File: config.mk
export PLATFORM = sky130hd
export DESIGN_NAME = utf8_stream_decoder
export DESIGN_NICKNAME = d
export VERILOG_FILES = /design/src/sv/utf8sd_pkg.sv /design/src/sv/utf8_stream_decoder.sv /design/src/sv/utf8sd_decode.sv /design/src/sv/utf8sd_emit.sv
export SDC_FILE = /design/constraint.sdc
export NUM_CORES = 1
export LEC_CHECK = 0
export BUFFER_PORTS_ARGS = -buffer_cell sky130_fd_sc_hd__buf_2
export CAP_MARGIN = 40
export CORE_UTILIZATION = 31
export DETAILED_ROUTE_END_ITERATION = 8
export GPL_TIMING_DRIVEN = 0
export SLEW_MARGIN = 20
export SYNTH_ARGS = -nofsm -noshare
export SYNTH_HDL_FRONTEND = slang
export SYNTH_HIERARCHICAL = 1
export SYNTH_SLANG_ARGS = --single-unit
File: constraint.sdc
create_clock -name clk -period 5.1 [get_ports clk]
set_input_delay 0.765 -clock clk [delete_from_list [all_inputs] [get_ports clk]]
set_output_delay 0.765 -clock clk [all_outputs]
set_load 0.005 [all_outputs]
File: src/sv/utf8sd_pkg.sv
`default_nettype none
// ----------------------------------------------------------------------------
// UTF-8 stream decoder package
// Shared payload types, the internal job descriptor and the fixed constants
// of the decoder.
// ----------------------------------------------------------------------------
package utf8sd_pkg;

  localparam int unsigned CP_W = 21;

  localparam logic [CP_W-1:0] REPL_CP  = 21'h00FFFD;
  localparam logic [CP_W-1:0] MAX_CP   = 21'h10FFFF;
  localparam logic [CP_W-1:0] SURR_LO  = 21'h00D800;
  localparam logic [CP_W-1:0] SURR_HI  = 21'h00DFFF;
  localparam logic [CP_W-1:0] MIN_CP2  = 21'h000080;
  localparam logic [CP_W-1:0] MIN_CP3  = 21'h000800;
  localparam logic [CP_W-1:0] MIN_CP4  = 21'h010000;

  // Sequence lengths held in the pending-sequence state.
  localparam logic [2:0] LEN_NONE = 3'd0;
  localparam logic [2:0] LEN_2    = 3'd2;
  localparam logic [2:0] LEN_3    = 3'd3;
  localparam logic [2:0] LEN_4    = 3'd4;

  // Most results that one input byte can cause.
  localparam logic [2:0] MAX_RESULTS = 3'd4;

  typedef struct packed {
    logic [7:0] data_byte;
    logic       final_byte;
  } utf8sd_in_t;

  typedef struct packed {
    logic [CP_W-1:0] code_point;
    logic            replaced;
    logic            run_last;
  } utf8sd_out_t;

  // Work left from one byte: a run of replacements, then an optional
  // decoded scalar value.
  typedef struct packed {
    logic [2:0]      repl_cnt;
    logic            tail_vld;
    logic [CP_W-1:0] tail_cp;
  } utf8sd_job_t;

endpackage : utf8sd_pkg
`default_nettype wire

File: src/sv/utf8_stream_decoder.sv
`default_nettype none
// ----------------------------------------------------------------------------
// UTF-8 stream decoder
// Decodes a byte stream into Unicode code points, replacing malformed input
// with U+FFFD.
// ----------------------------------------------------------------------------
// The decoder takes one UTF-8 byte per input transaction and gives zero to
// four result transactions for it, each a 21-bit code point with a replaced
// flag and a run_last flag on the final result of that byte. A byte that
// causes at most one result is taken every cycle when the output side keeps
// up; a byte that causes several results holds the emitter until the last
// moves out, since the emitter hands one result a cycle to the single output
// register when the output side keeps up. Bytes that only extend a pending
// sequence give no result. A result is held in the job register, then in
// the output register. Malformed input follows the usual replacement rules: an
// invalid lead byte gives one U+FFFD, a sequence cut short by a
// non-continuation byte gives one U+FFFD per byte already taken (the new byte
// is then decoded as a lead), and a completed sequence that is overlong, a
// surrogate or above U+10FFFF gives one U+FFFD per byte. Setting final_byte
// flushes a pending sequence in the same way. The output register parts the
// two sides, so a new byte is taken while a finished result is still waiting.
// ----------------------------------------------------------------------------
module utf8_stream_decoder
  import utf8sd_pkg::*;
(
  input  wire logic        clk,
  input  wire logic        rst_n,
  input  wire logic        in_valid,
  output logic             in_ready,
  input  wire utf8sd_in_t  in_data,
  output logic             out_valid,
  input  wire logic        out_ready,
  output utf8sd_out_t      out_data
);

  // A transaction on the input channel updates the sequence state and loads
  // a fresh job into the emitter in the same edge.
  logic        in_fire;
  utf8sd_job_t job;

  assign in_fire = in_valid && in_ready;

  // Decode stage: pending-sequence state plus the per-byte classification.
  utf8sd_decode u_decode (
    .clk     (clk),
    .rst_n   (rst_n),
    .in_fire (in_fire),
    .in_item (in_data),
    .job     (job)
  );

  // Emitter: walks the job one result a cycle into the output register while
  // unstalled, and frees itself for the next byte as the last result leaves.
  utf8sd_emit u_emit (
    .clk       (clk),
    .rst_n     (rst_n),
    .in_fire   (in_fire),
    .job_in    (job),
    .in_ready  (in_ready),
    .out_valid (out_valid),
    .out_ready (out_ready),
    .out_data  (out_data)
  );

endmodule : utf8_stream_decoder
`default_nettype wire

File: src/sv/utf8sd_decode.sv
`default_nettype none
// ----------------------------------------------------------------------------
// UTF-8 byte decode stage
// Holds the pending-sequence state and turns each accepted byte into a job:
// a count of replacement results and an optional decoded code point.
// ----------------------------------------------------------------------------
module utf8sd_decode
  import utf8sd_pkg::*;
(
  input  wire logic        clk,
  input  wire logic        rst_n,
  input  wire logic        in_fire,
  input  wire utf8sd_in_t  in_item,
  output utf8sd_job_t      job
);

  logic [2:0]      exp_len_r, exp_len_nxt;
  logic [1:0]      taken_r, taken_nxt;
  logic [CP_W-1:0] partial_r, partial_nxt;

  logic [7:0]      b;
  logic            fin;
  logic            pend;
  logic            is_cont;
  logic [2:0]      taken_inc;
  logic [CP_W-1:0] partial_shift;
  logic            cp_ok;
  logic [2:0]      lead_len;
  logic [CP_W-1:0] lead_bits;
  logic            is_ascii;

  assign b             = in_item.data_byte;
  assign fin           = in_item.final_byte;
  assign pend          = (exp_len_r != LEN_NONE);
  assign is_cont       = (b[7:6] == 2'b10);
  assign taken_inc     = {1'b0, taken_r} + 3'd1;
  assign partial_shift = {partial_r[CP_W-7:0], b[5:0]};

  // Range check of a completed sequence: not overlong, not a surrogate,
  // not beyond the last scalar value.
  always_comb begin
    cp_ok = 1'b1;
    if ((exp_len_r == LEN_2) && (partial_shift < MIN_CP2)) cp_ok = 1'b0;
    if ((exp_len_r == LEN_3) && (partial_shift < MIN_CP3)) cp_ok = 1'b0;
    if ((exp_len_r == LEN_4) && (partial_shift < MIN_CP4)) cp_ok = 1'b0;
    if (partial_shift > MAX_CP) cp_ok = 1'b0;
    if ((partial_shift >= SURR_LO) && (partial_shift <= SURR_HI)) cp_ok = 1'b0;
  end

  always_comb begin
    is_ascii  = 1'b0;
    lead_len  = LEN_NONE;
    lead_bits = '0;
    unique case (b) inside
      8'b0???????: begin
        is_ascii = 1'b1;
      end
      8'b110?????: begin
        lead_len  = LEN_2;
        lead_bits = {16'd0, b[4:0]};
      end
      8'b1110????: begin
        lead_len  = LEN_3;
        lead_bits = {17'd0, b[3:0]};
      end
      8'b11110???: begin
        lead_len  = LEN_4;
        lead_bits = {18'd0, b[2:0]};
      end
      default: begin
        lead_len = LEN_NONE;
      end
    endcase
  end

  always_comb begin
    job         = '0;
    exp_len_nxt = exp_len_r;
    taken_nxt   = taken_r;
    partial_nxt = partial_r;
    if (pend && is_cont) begin
      if (taken_inc >= exp_len_r) begin
        if (cp_ok) begin
          job.tail_vld = 1'b1;
          job.tail_cp  = partial_shift;
        end else begin
          job.repl_cnt = exp_len_r;
        end
        exp_len_nxt = LEN_NONE;
        taken_nxt   = '0;
        partial_nxt = '0;
      end else if (fin) begin
        job.repl_cnt = taken_inc;
        exp_len_nxt  = LEN_NONE;
        taken_nxt    = '0;
        partial_nxt  = '0;
      end else begin
        taken_nxt   = taken_inc[1:0];
        partial_nxt = partial_shift;
      end
    end else begin
      // A non-continuation byte abandons whatever is pending.
      if (pend) begin
        job.repl_cnt = {1'b0, taken_r};
      end
      exp_len_nxt = LEN_NONE;
      taken_nxt   = '0;
      partial_nxt = '0;
      if (is_ascii) begin
        job.tail_vld = 1'b1;
        job.tail_cp  = {13'd0, b};
      end else if ((lead_len != LEN_NONE) && !fin) begin
        exp_len_nxt = lead_len;
        taken_nxt   = 2'd1;
        partial_nxt = lead_bits;
      end else begin
        job.repl_cnt = job.repl_cnt + 3'd1;
      end
    end
  end

  always_ff @(posedge clk) begin
    if (!rst_n) begin
      exp_len_r <= LEN_NONE;
      taken_r   <= '0;
      partial_r <= '0;
    end else if (in_fire) begin
      exp_len_r <= exp_len_nxt;
      taken_r   <= taken_nxt;
      partial_r <= partial_nxt;
    end
  end

  a_idle_state_clear : assert property (@(posedge clk) disable iff (!rst_n)
    (exp_len_r == LEN_NONE) |-> (taken_r == 2'd0))
    else $error("taken count nonzero with no pending sequence");

  a_taken_below_len : assert property (@(posedge clk) disable iff (!rst_n)
    (exp_len_r != LEN_NONE) |-> (({1'b0, taken_r} < exp_len_r) && (taken_r != 2'd0)))
    else $error("taken count out of range for pending sequence");

endmodule : utf8sd_decode
`default_nettype wire

File: src/sv/utf8sd_emit.sv
`default_nettype none
// ----------------------------------------------------------------------------
// UTF-8 result emitter
// Holds the job of the last byte and feeds its results into the output
// register, one a cycle whenever that register is free or being drained.
// ----------------------------------------------------------------------------
module utf8sd_emit
  import utf8sd_pkg::*;
(
  input  wire logic         clk,
  input  wire logic         rst_n,
  input  wire logic         in_fire,
  input  wire utf8sd_job_t  job_in,
  output logic              in_ready,
  output logic              out_valid,
  input  wire logic         out_ready,
  output utf8sd_out_t       out_data
);

  utf8sd_job_t job_r;
  utf8sd_out_t out_r;
  logic        out_valid_r;

  logic        job_busy;
  logic        job_last;
  logic        move;
  utf8sd_out_t item;

  assign job_busy = (job_r.repl_cnt != 3'd0) || job_r.tail_vld;
  assign job_last = ((job_r.repl_cnt == 3'd1) && !job_r.tail_vld) ||
                    ((job_r.repl_cnt == 3'd0) && job_r.tail_vld);
  assign move     = job_busy && (!out_valid_r || out_ready);
  assign in_ready = !job_busy || (move && job_last);

  always_comb begin
    if (job_r.repl_cnt != 3'd0) begin
      item.code_point = REPL_CP;
      item.replaced   = 1'b1;
      item.run_last   = (job_r.repl_cnt == 3'd1) && !job_r.tail_vld;
    end else begin
      item.code_point = job_r.tail_cp;
      item.replaced   = 1'b0;
      item.run_last   = 1'b1;
    end
  end

  always_ff @(posedge clk) begin
    if (!rst_n) begin
      job_r <= '0;
    end else if (in_fire) begin
      job_r <= job_in;
    end else if (move) begin
      if (job_r.repl_cnt != 3'd0) begin
        job_r.repl_cnt <= job_r.repl_cnt - 3'd1;
      end else begin
        job_r.tail_vld <= 1'b0;
      end
    end
  end

  always_ff @(posedge clk) begin
    if (!rst_n) begin
      out_valid_r <= 1'b0;
    end else if (move) begin
      out_valid_r <= 1'b1;
    end else if (out_ready) begin
      out_valid_r <= 1'b0;
    end
  end

  always_ff @(posedge clk) begin
    if (move) begin
      out_r <= item;
    end
  end

  assign out_valid = out_valid_r;
  assign out_data  = out_r;

  a_job_bounded : assert property (@(posedge clk) disable iff (!rst_n)
    job_r.repl_cnt <= MAX_RESULTS)
    else $error("job holds more replacements than one byte can cause");

  a_decoded_is_last : assert property (@(posedge clk) disable iff (!rst_n)
    (out_valid_r && !out_r.replaced) |-> out_r.run_last)
    else $error("decoded code point not marked as last of its run");

  a_decoded_scalar : assert property (@(posedge clk) disable iff (!rst_n)
    (out_valid_r && !out_r.replaced) |->
      ((out_r.code_point <= MAX_CP) &&
       ((out_r.code_point < SURR_LO) || (out_r.code_point > SURR_HI))))
    else $error("decoded result is not a Unicode scalar value");

  a_no_job_overwrite : assert property (@(posedge clk) disable iff (!rst_n)
    (in_fire && job_busy) |-> (move && job_last))
    else $error("new byte taken while job still had results pending");

endmodule : utf8sd_emit
`default_nettype wire
Word-level counts from Yosys, hierarchy flattened:

Cells that the tools add are included.

* bits in registers: 69
* latch bits: 0
* memory bits (writable): 0
* ROM bits: 0
* input port bits: 13
* output and inout bits: 25
* logic and storage cells: 99
* memories: 0

* add/subtract/negate cells: 3
* $mul: 0
* div/mod/pow operators: 0
* magnitude comparators: 7
* equality and inequality tests: 10
* shifts and indexed selects: 0
* muxes and demuxes: 40
* bitwise gates (word level): 0
* reduce and logical (&&, ||, !) cells: 29

Operator list (number)
* $mux 22: 3
* $mux 15: 4
* $mux 3: 12
* $mux 25: 1
* $ge 21x16->1 const B: 1
* $gt 21x21->1 const B: 1
* $le 21x16->1 const B: 1
* $lt 21x12->1 const B: 1
* $lt 21x17->1 const B: 1
* $lt 21x8->1 const B: 1
* $pmux 5 s3: 1
* $mux 2: 6
* $logic_and 1x1->1: 11
* $mux 1: 9
* $pmux 3 s3: 1
* $reduce_bool 3->1: 3
* $mux 4: 2
* $eq 3x2->1 const B: 2
* $eq 3x3->1 const B: 2
* $reduce_and 2->1: 3
* $reduce_bool 2->1: 3
* $eq 5x5->1 const B: 1
* $mux 5: 1
* $eq 4x4->1 const B: 1
* 11 further kinds: 17

Depth between registers and ports, before layout:

Gate-level depths: netlist of run 1.

* depth in word-level cells: 11
* depth in mapped cells: 12
* depth with buffers taken out: 9

Cells and area by module:

Netlist of run 1, hierarchy kept.

Modules (own cells, without submodules)
* utf8sd_emit: instances 1, cells an instance 155, area each 1938.1 um2, sequential area each 1211.2 um2
* utf8sd_decode: instances 1, cells an instance 145, area each 1307.5 um2, sequential area each 400.4 um2
* utf8_stream_decoder: instances 1, cells an instance 1, area each 6.3 um2, sequential area each 0.0 um2

Least setup slack after synthesis of run 1:

OpenSTA, ideal clock, no wires.

* path kind: register -> register
* start: register u_emit/job_r[22] (netlist name)
* end: register u_decode.partial_r[14]
* setup time: 0.115 ns
* arrival: 2.411 ns
* data required time: 4.985 ns
* path slack: 2.574 ns
* cell stages (with the launch flop): 12
* buffers on the path: 3
* clock period less this slack: 2.526 ns
* cell sequence: dfxtp_1 inv_1 ha_1 nor2b_4 clkbuf_1 a21oi_1 nor3_1 and2_1 buf_2 buf_1 mux2i_1 nor2_2

* word-level cells in the longest chain between the ends: 6
* elaborated cells on any way between the ends: 12
* those cells by class: 1 x eq/ne; 11 x reduce/logical

RTL lines
* start, declared: RTL line utf8sd_emit.sv:20 `utf8sd_job_t job_r;`
* start signal, assigned: RTL line utf8sd_emit.sv:51 `job_r <= job_in;`
* $eq 3x1->1 (tied with other cells): RTL line utf8sd_emit.sv:30 `assign job_last = ((job_r.repl_cnt == 3'd1) && !job_r.tail_vld) ||`
* $logic_and 1x1->1 (tied with other cells): RTL line utf8sd_emit.sv:30
* $logic_or 1x1->1 or $logic_and 1x1->1 (tied branches): RTL line utf8sd_emit.sv:30, utf8sd_emit.sv:32
* $logic_and 1x1->1: RTL line utf8sd_emit.sv:33 `assign in_ready = !job_busy || (move && job_last);`
* $logic_or 1x1->1 (*): RTL line utf8sd_emit.sv:33
* named net in_ready: RTL line utf8_stream_decoder.sv:29 `output logic in_ready,`
* $logic_and 1x1->1 (*): RTL line utf8_stream_decoder.sv:41 `assign in_fire = in_valid && in_ready;`
* named net in_fire: RTL line utf8_stream_decoder.sv:38 `logic in_fire;`
* end signal, assigned: RTL line utf8sd_decode.sv:130 `partial_r <= partial_nxt;`
* end, declared: RTL line utf8sd_decode.sv:19 `logic [CP_W-1:0] partial_r, partial_nxt;`

The timed path passes the listed nets; every way through them passes the cells marked *.
A chain may end at the register's enable or synchronous reset.

Worst setup path after layout of run 1:

* start: register u_emit/job_r[22] (netlist name)
* end: register u_decode.partial_r[8]

* word-level cells in the longest chain between the ends: 6
* elaborated cells on any way between the ends: 12
* those cells by class: 1 x eq/ne; 11 x reduce/logical

RTL lines (RTL line)
* $eq 3x1->1 (tied with other cells): utf8sd_emit.sv:30
* $logic_and 1x1->1 (tied with other cells): utf8sd_emit.sv:30
* $logic_or 1x1->1 or $logic_and 1x1->1 (tied branches): utf8sd_emit.sv:30, utf8sd_emit.sv:32
* $logic_and 1x1->1: utf8sd_emit.sv:33
* $logic_or 1x1->1 (*): utf8sd_emit.sv:33
* $logic_and 1x1->1 (*): utf8_stream_decoder.sv:41
* named net in_fire: utf8_stream_decoder.sv:38

Marks and branches as above.

==> metrics.txt, run 1 <==
outcome completed; Overall Power 1.95 mW; crit path buf inv count 4; Total GRT Usage ~13%; Die Span Y between 100 and 150 um; critical path peak fanout 10; Max stage delay on crit path 0.53 ns; worst slew pin tran 0.636 ns; leakage 1.50 nW; area grow syn2layout 16.5%; CTS Hold Buffers Added 0; Layout fillers 1024; Final Util 37.0%; max-cap violations 0; die area ~11000 um^2; First-pass DRT Iterations 4; Core Area 10200 um^2; Hold WC Path Type flop to flop; share of cells above drive strength 1 between 20% and 30%; Site Rows 37; DRT iter0 DRCs 132; post-synthesis sequential area ratio 49.6%; Non-Filler Instances approximately 490; num ports 38; crit path DAT approximately 3.4 ns; CP Cell Sequence inv_1 > ha_1 > nor2b_4 > clkbuf_1 > a21oi_1 > nor3_1 > and2_1 > buf_2 > buf_1 > mux2i_1 > nor2_2; Sink Count 69; Die X 104 um; Syn Nets about 320; Post-Route Setup TNS 0 ns; Post-synth ARST share 0%; DR vias 2252; Worst-path clk slew 0.07 ns; max frequency 314 MHz; Period minus WS final 3.19 ns; nets 371; DRC viols 0; worst clock skew 0.00538 ns; Post-CTS Repair Setup Buffers 0; maximum VDD drop approximately 0.18 mV; share of the synthesized area in the top cell type 28.3%; Yosys Warn Count 6; Hold Fails Final Rpt 0; top-count cell post-synth dfxtp_1; fin. max-slew vios 0; RSZ-0062 raised after global routing false; vias in the first global route 2242; Yosys cell types 52; first-pass GRT wire length 11000 um; CP delay by family, top buffers and inverters; Root Driver clkbuf_8; CTS H-tree depth 3; reg2reg setup slack approximately 1.9 ns; HPWL Detailed roughly 4800 um; Final Setup Violations 0; number of enable flip-flop cells after synthesis 23; DR vias/cell 4.59; Top FF cell, synth dfxtp_1; dpl ws 1.87 ns; initial antenna violation count 0; latest clock arrival within the worst-skew pair roughly 0.33 ns; Syn Inst Count 301; Synth Cell Area about 3300 um^2; Slowest cell on crit path buf_1; Crit path required time around 5.3 ns; critical path endpoint category flop; Starting Density approximately a third; final worst slack around 1.9 ns; Yosys reg bits slightly below 70; clock tree buffer depth 2; WS Path Type flop to flop; TritonCTS clock tree yes; routed wire length 6510 um; Pwr Density slightly above 500 nW/um^2; gpl congestion roughly 0.82; Slew headroom 57.6%; port bufs 37; post-CTS resize count 0; post-detailed-route count of antenna-violating nets 0; Placed Instances 475; Syn Area/Cell between 10 and 15 um^2; WL/cell ~13 um; Tcrit/Tclk final 62.5%; total global routing overflow 0; top post-synthesis cells by area dfxtp_1 28%, edfxtp_1 21%, mux2i_1 10%, and2_1 5.2%, nor2b_1 4.8%; diode count 0; area leader, netlist dfxtp_1; Setup crit start kind flop; Commonest cells post-synth 46 x dfxtp_1, 33 x mux2i_1, 27 x and2_1; largest net degree at the start of global routing 17; Num CTS Buffers 9
## layout by cell type, fill, tap and decap left out, types with 2 or more instances in the layout
| cell | count |
|---|---|
| ha_1 | 8 |
| edfxtp_1 | 23 |
| nor3_1 | 3 |
| nor2b_1 | 25 |
| nor4_1 | 3 |
| or2b_1 | 3 |
| and3_1 | 3 |
| a22o_1 | 4 |
| o21ai_0 | 6 |
| buf_6 | 2 |
| buf_2 | 39 |
| o31ai_1 | 2 |
| nor2_1 | 9 |
| dfxtp_1 | 46 |
| or3_4 | 2 |
| nand3b_1 | 3 |
| a21oi_1 | 6 |
| a31oi_1 | 2 |
| nand2b_1 | 14 |
| mux2i_1 | 33 |
| and2_1 | 27 |
| nand4_1 | 2 |
| clkinv_2 | 3 |
| inv_1 | 10 |
| nor2_2 | 12 |
| buf_4 | 3 |
| clkbuf_1 | 8 |
| nand2_1 | 7 |
| nand3_1 | 8 |
| clkbuf_8 | 10 |
| o2111ai_1 | 5 |
## final cells by class
| type | instances | area (um^2) | area share, % |
|---|---|---|---|
| Buffer | 13 | 70.1 | 1.85 |
| Clock buffer | 12 | 145 | 3.83 |
| Clock inverter | 4 | 23.8 | 0.627 |
| Inverter | 10 | 37.5 | 0.990 |
| Multi-Input combinational cell | 209 | 1540 | 40.5 |
| Sequential cell | 69 | 1610 | 42.5 |
| Tap cell | 136 | 170 | 4.49 |
| Timing Repair Buffer | 38 | 196 | 5.18 |
## power by group
group | switching [mW] | total (mW) | internal (mW)
sequential | 0.0477 | 0.823 | 0.775
clock | 0.198 | 0.387 | 0.189
combinational | 0.441 | 0.737 | 0.296
## sequential cells by signal (all words and copies together) (netlist names)
name and flops:
u_decode/taken_r 2, u_emit/out_valid 1, u_decode/exp_len_r 3, u_decode/partial_r 15, u_emit/out_data 23, u_emit/job_r 25
## final timing paths
kind | endpoint | cells after the start | from
worst max register to register | u_decode/partial_r[8] | 11 | u_emit/job_r[22]
worst min register to register | u_emit/job_r[21] | 2 | u_emit/job_r[21]
worst min-delay path | u_emit/job_r[21] | 2 | u_emit/job_r[21]
worst max-delay path | u_decode/partial_r[8] | 11 | u_emit/job_r[22]
## worst reg2reg max path: cells and delay by family (launching register included)
| family | cells | cell delay, ns |
|---|---|---|
| muxes | 1 | 0.30 |
| DFF | 1 | 0.33 |
| and+or+nand+nor | 4 | 0.73 |
| adders and majority gates | 1 | 0.20 |
| AOI/OAI and AO/OA | 1 | 0.13 |
| buffers and inverters | 4 | 1.39 |
## kinds of logic (layout without fill, tap and decap cells)
logic type | after synthesis | after routing | synth area share (%)
AND/OR/NAND/NOR | 130 | 130 | 24.5
multiplexers | 34 | 34 | 10.5
flip-flops | 69 | 69 | 49.6
AO/OA/AOI/OAI | 36 | 36 | 8.77
XOR/XNOR | 1 | 1 | 0.269
buffers and inverters | 23 | 77 | 3.31
adder cells (fa/ha/maj) | 8 | 8 | 3.08
## stage by stage
| step | hold slack [ns] | instance area (um^2) |
|---|---|---|
| detailed placement | 0.495 | 3620 |
| global route | 0.535 | 3790 |
| finish | 0.502 | 3790 |
| floorplan | 0.469 | 3250 |
| global placement | 0.489 | 3610 |
| CTS | 0.507 | 3790 |
## metal layers
layer	vias up	track usage [%]	part of all wire (%)
li1	1154	-	-
met1	1037	16.8	47
met2	57	20.0	47
met3	4	3.70	5.1
met4	0	5.20	0.65
met5	-	0	0
(Power assumes the default switching activity.)
==> run 2, diff against run 1 <==
==> constraint.sdc (replaced) <==
create_clock -name clk -period 3.2 [get_ports clk]
set_input_delay 0.48 -clock clk [delete_from_list [all_inputs] [get_ports clk]]
set_output_delay 0.48 -clock clk [all_outputs]
set_load 0.005 [all_outputs]
==> metrics.txt, run 2 (synthesis gave the netlist of run 1 again) <==
outcome completed; CTS Hold Buffers Added 0; WL/cell 13.1 um; Slew headroom 60.0%; reg2reg start u_decode/taken_r[0]; Worst R2R End u_emit/job_r[15]; clock network fraction of design power about a fifth; area grow syn2layout 16.3%; commonest non-fill, non-tap cells in the layout 46 x dfxtp_1, 39 x buf_2, 33 x mux2i_1; worst clock skew 0.00589 ns; worst slew pin tran slightly below 0.6 ns; min-delay src in_data[2]; DR vias 2256; clock tree buffer depth 2; most common cell after layout, fill and taps aside dfxtp_1; Hold WC Path Type input pin to flop; sequential standard cell area around 1600 um^2; gpl congestion ~0.8; CTS H-tree depth 3; max-cap violations 0; DRT iter0 DRCs 126; die area between 10000 and 15000 um^2; hold_ws approximately 0.38 ns; leakage 1.50 nW; Die Span Y 104 um; Psw 1.08 mW; Setup crit start kind flop; Post-CTS Repair Setup Buffers 0; dpl ws -0.0276 ns; Overall Power about 3.1 mW; Tcrit/Tclk final 82.4%; Final Setup Violations 0; Total GRT Usage between 10 and 15%; Power Internal ~2 mW; final worst slack 0.563 ns; Period minus WS final 2.64 ns; largest net degree at the start of global routing 20; Reg power frac a little over two fifths; Core Area around 10000 um^2; Sw Share between 30% and 40%; Pwr Density between 800 and 900 nW/um^2; Non-Filler Instances between 400 and 500; latest clock arrival within the worst-skew pair 0.33 ns; vias in the first global route 2230; Worst Hold Depth 2; post-detailed-route count of antenna-violating nets 0; initial antenna violation count 0; critical path peak fanout 10; share of cells above drive strength 1 23.2%; First-pass DRT Iterations 4; Placed Instances 475; max frequency between 300 and 400 MHz; fin. max-slew vios 0; Logic pwr share 37.4%; DRC viols 0; Die X approximately 100 um; port bufs 37; Crit path required time roughly 3.5 ns; DR vias/cell 4.61; R2R cell count 10; first-pass GRT wire length approximately 11000 um; num ports 38; WS Path Type flop to flop; critical path endpoint category flop; reg2reg setup slack ~0.56 ns; Layout fillers around 1000; Site Rows 37; diode count 0; Worst-path clk slew 0.07 ns; Post-Route Setup TNS 0 ns; nets 369; maximum VDD drop 0.290 mV; sink of the worst hold path u_decode/partial_r[1]; Num CTS Buffers 9; Reg with most FFs u_emit/job_r; Hold Fails Final Rpt 0; total global routing overflow 0; routed wire length 6390 um; multi-input combinational cell area 1540 um^2; number of flip-flops in the largest register 25; HPWL Detailed 4840 um; crit path DAT approximately 2.9 ns; Starting Density 31.8%; Sink Count 69; Root Driver clkbuf_8; RSZ-0062 raised after global routing false; TritonCTS clock tree yes
run 2: cell types whose count changed in the layout (fill, tap and decap cells not counted), sizes merged:
cell / delta
clkbuf: -1
buf: -1
run 2: worst max-delay path by stage:
stage                     slack [ns]           startpoint                endpoint  cells past startpoint
after detailed placement       -0.03     u_emit/job_r[22]     u_decode/taken_r[1]                     11
after CTS                       0.17     u_emit/job_r[22]        u_emit/job_r[24]                     12
after floorplan                 0.67     u_emit/job_r[22]  u_decode/partial_r[14]                     11
after global routing            0.24     u_emit/job_r[22]        u_emit/job_r[24]                     11
final                           0.56  u_decode/taken_r[0]        u_emit/job_r[15]                     10
after global placement          0.06     u_emit/job_r[22]     u_decode/taken_r[1]                     11
run 2: cell type report:
class,instances,share of cell area [%]
clock buffers,12,3.84
multi-input cells,209,40.6
plain buffers,11,1.65
inverters,10,0.992
repair buffers,38,5.19
flip-flops and latches,69,42.6
well taps,136,4.50
clock inverters,4,0.629
run 2: power groups by stage:
stage	combinational, mW	sequential [mW]	clock (mW)
floorplan	0.750	1.36	0
global placement	1.14	1.34	0
detailed placement	1.20	1.34	0
CTS	1.19	1.32	0.642
global route	1.29	1.34	0.676
finish	1.15	1.31	0.615
run 2: timing repair:
action / 4_1_cts / 5_1_grt
pin swaps: 0 / 0
resized for setup: 0 / 0
hold endpoints to repair: 0 / 0
endpoints found under the setup margin: 5 / 4
run 2: critical path, stage by stage, from the launching register on:
cell	delay, ns
dfxtp_1	0.47
ha_1	0.31
ha_1	0.28
nand2_1	0.04
o21ai_1	0.47
nand2_1	0.22
nor2_2	0.27
buf_4	0.20
and2_1	0.15
mux2i_1	0.07
nor2b_1	0.09
run 2: metrics by stage:
step           utilization [%]  cell area (um^2)
2_1_floorplan                -              3250
3_3_place_gp              35.3              3610
3_5_place_dp              35.4              3620
4_1_cts                   37.0              3790
5_1_grt                   37.0              3780
6_report                  37.0              3780
run 2: routing by layer:
layer	routed length, um	GRT usage [%]	vias up
li1	-	-	1150
met1	3070	16.8	1052
met2	2980	19.4	48
met3	273	3.88	6
met4	74	5.41	0
met5	0	0	-
